===== config.mk =====
export PLATFORM = sky130hd
export DESIGN_NAME = midpoint_line_pixel_generator
export DESIGN_NICKNAME = d
export VERILOG_FILES = /design/src/hdl/mlpg_pkg.sv /design/src/hdl/midpoint_line_pixel_generator.sv
export SDC_FILE = /design/constraint.sdc
export NUM_CORES = 1
export LEC_CHECK = 0
export ABC_CLOCK_PERIOD_IN_PS = 22700
export BUFFER_PORTS_ARGS = -buffer_cell sky130_fd_sc_hd__buf_2
export CAP_MARGIN = 0
export CORE_AREA = 2 2 216 218
export CTS_CLUSTER_SIZE = 28
export DETAILED_ROUTE_END_ITERATION = 10
export DIE_AREA = 0 0 218 220
export SLEW_MARGIN = 20
export SYNTH_ARGS = -nofsm -noshare
export SYNTH_HDL_FRONTEND = slang
export SYNTH_SLANG_ARGS = --single-unit

===== constraint.sdc =====
create_clock -name clk -period 22.7 [get_ports clk]
set_input_delay 2.27 -clock clk [delete_from_list [all_inputs] [get_ports clk]]
set_output_delay 2.27 -clock clk [all_outputs]
set_load 0.01 [all_outputs]

===== src/hdl/mlpg_pkg.sv =====
// types and constants shared by the midpoint line pixel generator and its checker
// no dependencies
`default_nettype none

package mlpg_pkg;

    // command codes on the input channel
    localparam logic CMD_START = 1'b0;
    localparam logic CMD_STEP  = 1'b1;

    // octant case of the active line
    typedef struct packed {
        logic cmp_neg;    // take the diagonal step on a positive decision
        logic minor_neg;  // minor axis steps down
        logic major_neg;  // major axis steps down
        logic swap;       // major axis is y
    } octant_t;

endpackage

`default_nettype wire


===== src/hdl/midpoint_line_pixel_generator.sv =====
// midpoint line pixel generator: line setup and per-step pixel emission
// depends on mlpg_pkg
`default_nettype none
//
// Input channel (in_valid / in_stall): a start word (cmd = CMD_START) loads two
// endpoints and a colour and emits nothing; any line still being drawn is
// dropped. Each step word (cmd = CMD_STEP) emits one pixel of the active line,
// running from the endpoint with the smaller x toward the other one. The far
// endpoint comes last with last_pixel set, and that ends the line. A step word
// with no active line emits nothing.
// Output channel (out_valid / out_stall): one word per pixel.
// A step word is taken into the input register, and its pixel is then written
// to the result register. Throughput: one word per cycle while out_stall is low,
// set by the combinational setup and decision update between the two registers.
// Reset clears both registers' valid flags and the active-line flag.
// While the receiver stalls with a pixel waiting, one more word is taken into
// the input register; after that in_stall is raised until the pixel is taken.
//
module midpoint_line_pixel_generator
    import mlpg_pkg::*;
#(
    parameter int COORD_BITS = 12
) (
    input  wire logic                  clk,
    input  wire logic                  rst_n,
    input  wire logic                  in_valid,
    output logic                       in_stall,
    input  wire logic                  cmd,
    input  wire logic [COORD_BITS-1:0] start_x,
    input  wire logic [COORD_BITS-1:0] start_y,
    input  wire logic [COORD_BITS-1:0] end_x,
    input  wire logic [COORD_BITS-1:0] end_y,
    input  wire logic [31:0]           line_colour,
    output logic                       out_valid,
    input  wire logic                  out_stall,
    output logic [COORD_BITS-1:0]      pixel_x,
    output logic [COORD_BITS-1:0]      pixel_y,
    output logic [31:0]                pixel_colour,
    output logic                       last_pixel
);

    localparam int UPD_BITS = COORD_BITS + 4;
    localparam int DEC_BITS = COORD_BITS + 6;

    // input register
    logic                  in_valid_reg;
    logic                  in_cmd_reg;
    logic [COORD_BITS-1:0] in_sx_reg;
    logic [COORD_BITS-1:0] in_sy_reg;
    logic [COORD_BITS-1:0] in_ex_reg;
    logic [COORD_BITS-1:0] in_ey_reg;
    logic [31:0]           in_colour_reg;

    // line state
    logic                       line_active_reg, line_active_next;
    logic [COORD_BITS-1:0]      major_pos_reg, major_pos_next;
    logic [COORD_BITS-1:0]      minor_pos_reg, minor_pos_next;
    logic [COORD_BITS-1:0]      major_end_reg, major_end_next;
    logic [COORD_BITS-1:0]      final_x_reg, final_x_next;
    logic [COORD_BITS-1:0]      final_y_reg, final_y_next;
    logic signed [DEC_BITS-1:0] decision_reg, decision_next;
    logic signed [UPD_BITS-1:0] straight_reg, straight_next;
    logic signed [UPD_BITS-1:0] diagonal_reg, diagonal_next;
    octant_t                    octant_reg, octant_next;
    logic [31:0]                colour_reg, colour_next;

    // result register
    logic                  out_valid_reg, out_valid_next;
    logic [COORD_BITS-1:0] pixel_x_reg, pixel_x_next;
    logic [COORD_BITS-1:0] pixel_y_reg, pixel_y_next;
    logic [31:0]           pixel_colour_reg, pixel_colour_next;
    logic                  last_pixel_reg, last_pixel_next;

    logic advance;
    logic process;

    // setup terms
    logic [COORD_BITS-1:0]      x0, y0, x1, y1;
    logic [COORD_BITS-1:0]      a0, b0, a1, b1;
    logic [COORD_BITS-1:0]      dx, dy_abs;
    logic                       y_up;
    octant_t                    oct_setup;
    logic signed [UPD_BITS-1:0] diff_a, diff_b, straight_setup, diagonal_setup;
    logic signed [DEC_BITS-1:0] decision_setup;

    // step terms
    logic at_end;
    logic take_diag;

    assign advance  = !out_valid_reg || !out_stall;
    assign process  = in_valid_reg && advance;
    assign in_stall = in_valid_reg && !advance;

    always_comb
    begin
        // order the endpoints so that x does not fall
        if (in_sx_reg > in_ex_reg)
        begin
            x0 = in_ex_reg;
            y0 = in_ey_reg;
            x1 = in_sx_reg;
            y1 = in_sy_reg;
        end
        else
        begin
            x0 = in_sx_reg;
            y0 = in_sy_reg;
            x1 = in_ex_reg;
            y1 = in_ey_reg;
        end
        dx     = x1 - x0;
        y_up   = (y1 >= y0);
        dy_abs = y_up ? (y1 - y0) : (y0 - y1);

        oct_setup = '0;
        if (y_up && (dx > dy_abs))
        begin
            oct_setup = '0;
        end
        else if (!y_up && (dx >= dy_abs))
        begin
            oct_setup.minor_neg = 1'b1;
            oct_setup.cmp_neg   = 1'b1;
        end
        else if (y_up)
        begin
            oct_setup.swap = 1'b1;
        end
        else
        begin
            oct_setup.swap      = 1'b1;
            oct_setup.major_neg = 1'b1;
            oct_setup.cmp_neg   = 1'b1;
        end

        if (oct_setup.swap)
        begin
            a0 = y0;
            b0 = x0;
            a1 = y1;
            b1 = x1;
        end
        else
        begin
            a0 = x0;
            b0 = y0;
            a1 = x1;
            b1 = y1;
        end

        diff_a = UPD_BITS'($signed({1'b0, a1})) - UPD_BITS'($signed({1'b0, a0}));
        diff_b = UPD_BITS'($signed({1'b0, b0})) - UPD_BITS'($signed({1'b0, b1}));

        straight_setup = oct_setup.major_neg ? -(diff_b <<< 1) : (diff_b <<< 1);
        diagonal_setup = (oct_setup.minor_neg ? -(diff_a <<< 1) : (diff_a <<< 1))
                         + straight_setup;
        decision_setup = DEC_BITS'(straight_setup)
                         + (oct_setup.minor_neg ? -DEC_BITS'(diff_a) : DEC_BITS'(diff_a));
    end

    always_comb
    begin
        at_end = (major_pos_reg == major_end_reg);
        // compare on the negated decision where the octant asks for it
        if (octant_reg.cmp_neg)
        begin
            take_diag = !decision_reg[DEC_BITS-1] && (decision_reg != '0);
        end
        else
        begin
            take_diag = decision_reg[DEC_BITS-1];
        end
    end

    always_comb
    begin
        line_active_next  = line_active_reg;
        major_pos_next    = major_pos_reg;
        minor_pos_next    = minor_pos_reg;
        major_end_next    = major_end_reg;
        final_x_next      = final_x_reg;
        final_y_next      = final_y_reg;
        decision_next     = decision_reg;
        straight_next     = straight_reg;
        diagonal_next     = diagonal_reg;
        octant_next       = octant_reg;
        colour_next       = colour_reg;
        out_valid_next    = out_valid_reg;
        pixel_x_next      = pixel_x_reg;
        pixel_y_next      = pixel_y_reg;
        pixel_colour_next = pixel_colour_reg;
        last_pixel_next   = last_pixel_reg;

        if (!out_stall)
        begin
            out_valid_next = 1'b0;
        end

        if (process)
        begin
            out_valid_next = 1'b0;
            if (in_cmd_reg == CMD_START)
            begin
                line_active_next = 1'b1;
                major_pos_next   = a0;
                minor_pos_next   = b0;
                major_end_next   = a1;
                final_x_next     = x1;
                final_y_next     = y1;
                decision_next    = decision_setup;
                straight_next    = straight_setup;
                diagonal_next    = diagonal_setup;
                octant_next      = oct_setup;
                colour_next      = in_colour_reg;
            end
            else if (line_active_reg)
            begin
                out_valid_next    = 1'b1;
                pixel_colour_next = colour_reg;
                if (at_end)
                begin
                    pixel_x_next     = final_x_reg;
                    pixel_y_next     = final_y_reg;
                    last_pixel_next  = 1'b1;
                    line_active_next = 1'b0;
                end
                else
                begin
                    pixel_x_next    = octant_reg.swap ? minor_pos_reg : major_pos_reg;
                    pixel_y_next    = octant_reg.swap ? major_pos_reg : minor_pos_reg;
                    last_pixel_next = 1'b0;
                    if (take_diag)
                    begin
                        minor_pos_next = octant_reg.minor_neg ? (minor_pos_reg - 1'b1)
                                                              : (minor_pos_reg + 1'b1);
                        decision_next  = decision_reg + DEC_BITS'(diagonal_reg);
                    end
                    else
                    begin
                        decision_next  = decision_reg + DEC_BITS'(straight_reg);
                    end
                    major_pos_next = octant_reg.major_neg ? (major_pos_reg - 1'b1)
                                                          : (major_pos_reg + 1'b1);
                end
            end
        end
    end

    always_ff @(posedge clk or negedge rst_n)
    begin
        if (!rst_n)
        begin
            in_valid_reg    <= 1'b0;
            line_active_reg <= 1'b0;
            out_valid_reg   <= 1'b0;
        end
        else
        begin
            if (!in_stall)
            begin
                in_valid_reg <= in_valid;
            end
            line_active_reg <= line_active_next;
            out_valid_reg   <= out_valid_next;
        end
    end

    always_ff @(posedge clk)
    begin
        if (in_valid && !in_stall)
        begin
            in_cmd_reg    <= cmd;
            in_sx_reg     <= start_x;
            in_sy_reg     <= start_y;
            in_ex_reg     <= end_x;
            in_ey_reg     <= end_y;
            in_colour_reg <= line_colour;
        end
        major_pos_reg    <= major_pos_next;
        minor_pos_reg    <= minor_pos_next;
        major_end_reg    <= major_end_next;
        final_x_reg      <= final_x_next;
        final_y_reg      <= final_y_next;
        decision_reg     <= decision_next;
        straight_reg     <= straight_next;
        diagonal_reg     <= diagonal_next;
        octant_reg       <= octant_next;
        colour_reg       <= colour_next;
        pixel_x_reg      <= pixel_x_next;
        pixel_y_reg      <= pixel_y_next;
        pixel_colour_reg <= pixel_colour_next;
        last_pixel_reg   <= last_pixel_next;
    end

    assign out_valid    = out_valid_reg;
    assign pixel_x      = pixel_x_reg;
    assign pixel_y      = pixel_y_reg;
    assign pixel_colour = pixel_colour_reg;
    assign last_pixel   = last_pixel_reg;

endmodule

`default_nettype wire


==> summary.txt <==
Outcome
  – Status: completed

STA
  – RSZ-0062 raised after global routing: no
  – Final period util: between 50 and 60%
  – Slew headroom: 24.5%
  – Worst-Margin Slew: between 1 and 1.5 ns
  – # setup viols final: 0
  – Final Critical Period: approximately 12 ns
  – Final setup margin: about 10 ns
  – Setup TNS: 0 ns
  – Achievable Freq: roughly 0.08 GHz
  – Max-slew violation count: 0
  – Clk_skew: around 0.022 ns
  – Final Hold Fails: 0

Synthesis
  – Ys Warns: 0
  – FFs w/ async S/R, synth: about 1.1%
  – Seq/Total Area, Yosys: a little under half
  – Cell taking the most area after synthesis: edfxtp_1
  – Synth Flop Type: edfxtp_1
  – Syn Inst Count: 1758
  – Post-synth top area share: 46.7%
  – Area contributors post-synth: edfxtp_1 47%, ha_1 8.2%, a21oi_1 5.1%, xnor2_1 4.4%, nor2_1 3.6%
  – Unique masters post-synth: 92
  – Syn_nets: a little under 2000
  – Post-synth EDFFs: around 280
  – Mapped cell area: about 18000 sq um
  – Synth Area per Inst: roughly 10 sq um
  – Post-synthesis register bit count: roughly 290

Floorplanning
  – Initial Utilization: ~39%
  – IO Pins: 144
  – Core ar.: 45900 sq um
  – Cell Rows: 79
  – Horiz. Die Dim: 218 microns
  – Die Y: 220 microns
  – Die Area: around 48000 sq um

Critical path
  – Worst EP arrival: 12.79 ns
  – CP endpoint kind: register
  – Setup CP Type: reg -> reg
  – Max FO, Critical Path: slightly below 50
  – Slowest-stage cell, CP: a21oi_4
  – Max incr delay on CP: roughly 0.69 ns
  – Critical path required time: between 20 and 25 ns
  – Nature of the critical path startpoint: register
  – Crit-path most repeated cell: a21oi_1

Final layout
  – Fin nets: 2106
  – Most common cell after layout, fill and taps aside: edfxtp_1
  – Layout cell share with drive strength beyond 1: around 14%
  – Area growth from synthesis to final layout: 13.5%
  – Highest-count cells in the layout ignoring fill and taps: 282 x edfxtp_1, 186 x a21oi_1, 173 x nor2_1, 160 x nand2_1, 143 x buf_2
  – Antenna diode instance count: 0
  – Post-layout util: about 45%

CTS
  – Root buffer cell: clkbuf_16
  – Htree depth: 2
  – Cts repair resizes: 0
  – CTS tree: done
  – Cts bufs inserted: 36
  – Clock Path Buffers: 3
  – Clock transition at the registers of the reported paths: ~0.06 ns
  – Postcts setup bufs: 0
  – Worst skew pair latency: around 0.56 ns
  – CTS Sinks: approximately 290
  – Cts hold-fix bufs: 0

Placed design
  – HPWL Detailed: roughly 37000 microns
  – I/O Buffers: 143
  – Setup WS pre-CTS: between 10 and 15 ns
  – Gpl congestion: 0.917

Routing
  – Highest Signal Layer: met5
  – Initial DRC count: ~1000
  – Residual DRC count: 0
  – Final wirelength: roughly 49000 microns
  – First drt pass iteration count: 5
  – Metal-1 WL: around 23000 microns
  – Routed len/inst: 19.4 microns
  – Drt via density: 5.45
  – Routed via count: 13800
  – Post-DRT Antenna Nets: 0
  – Met3 routed wirelength: around 2900 microns
  – Routed met2 length: 22300 microns

Global routing
  – Grt total ovfl: 0
  – GRT Total Usage: 20.8%
  – Vias in the first global route: around 13000
  – First-pass GRT wire length: roughly 77000 microns
  – Largest net degree at the start of global routing: 72
  – Initial antenna violation count: 1

Run
  – Max-cap violations: 0

Min path
  – Hold Crit Class: reg -> reg
## metal layers
metal,track usage (%),up-vias
met5,0,-
li1,-,6753
met3,3.42,83
met2,33.6,422
met4,6.64,2
met1,28.5,6491
## final timing paths
kind                                        startpoint                          end  depth (start not counted)  slack [ns]
setup / recovery                in_sx_reg[9]$_DFFE_PP_   decision_reg[16]$_DFFE_PP_                         45       10.31
hold / removal             in_colour_reg[15]$_DFFE_PP_     colour_reg[15]$_DFFE_PP_                          0        0.42
setup reg to reg                in_sx_reg[9]$_DFFE_PP_   decision_reg[16]$_DFFE_PP_                         45       10.31
hold reg to reg            in_colour_reg[15]$_DFFE_PP_     colour_reg[15]$_DFFE_PP_                          0        0.42
max in group asynchronous                        rst_n  line_active_reg$_DFFE_PN0P_                          1       21.09
min in group asynchronous                        rst_n        out_valid$_DFFE_PN0P_                          1        1.51
## cell type report
class / instances / area [sq um]
Clock buffer: 40 / 916
Clock inverter: 21 / 186
Fill cell: 4338 / 25300
Inverter: 91 / 347
Multi-Input combinational cell: 1325 / 9000
Sequential cell: 285 / 8540
Tap cell: 607 / 759
Timing Repair Buffer: 156 / 813
## stage by stage
stage | cells | hold slack [ns] | area [sq um]
2_1_floorplan | 1758 | 0.400 | 18100
3_3_place_gp | 2464 | 0.400 | 19500
3_5_place_dp | 2464 | 0.405 | 19500
4_1_cts | 2525 | 0.415 | 20600
5_1_grt | 2525 | 0.417 | 20600
6_report | 2525 | 0.415 | 20600
## worst max-delay path: cells and delay by family (launching register included)
family / cells / cell delay (ns)
AOI/OAI and AO/OA: 22 / 5.64
xor gates and xnor gates: 3 / 0.57
adders and majority gates: 5 / 1.66
buffers and inverters: 6 / 1.89
DFF: 1 / 0.44
and+or+nand+nor: 9 / 1.93
## cells in the mapped netlist, types with 6 or more instances
cell       instances
maj3_1            14
buf_2             17
or3_1             13
ha_1             119
nand3_1           28
mux2_2            20
nand4_1           10
clkbuf_1          28
a2111oi_0          6
a21oi_1          186
nor2b_1           20
nand2_1          160
nor3_1            36
a21o_1            29
o31ai_1            9
fa_1               7
a211oi_1           7
o21ai_1           35
xnor2_1           91
nor4_1             7
a31oi_1            6
or2_1             12
nor2_1           175
o21a_1            11
o21ai_0           71
inv_1             87
o211ai_1          10
o21bai_1          16
o2111ai_1          6
buf_1              7
edfxtp_1         282
and2_1             6
o221ai_1           8
xor2_1            44
nand2b_1          21
mux2i_1           37
## cell families after synthesis
family	synth area share, %
DFF	47.2
AOI/OAI and AO/OA	16.3
buffers and inverters	3.34
adders and majority gates	10.0
and+or+nand+nor	13.0
muxes	3.41
xor gates and xnor gates	6.74
Power is left out: the tool's default activity adds up to more than one toggle a clock period on the data nets, which glitch-free logic cannot reach.
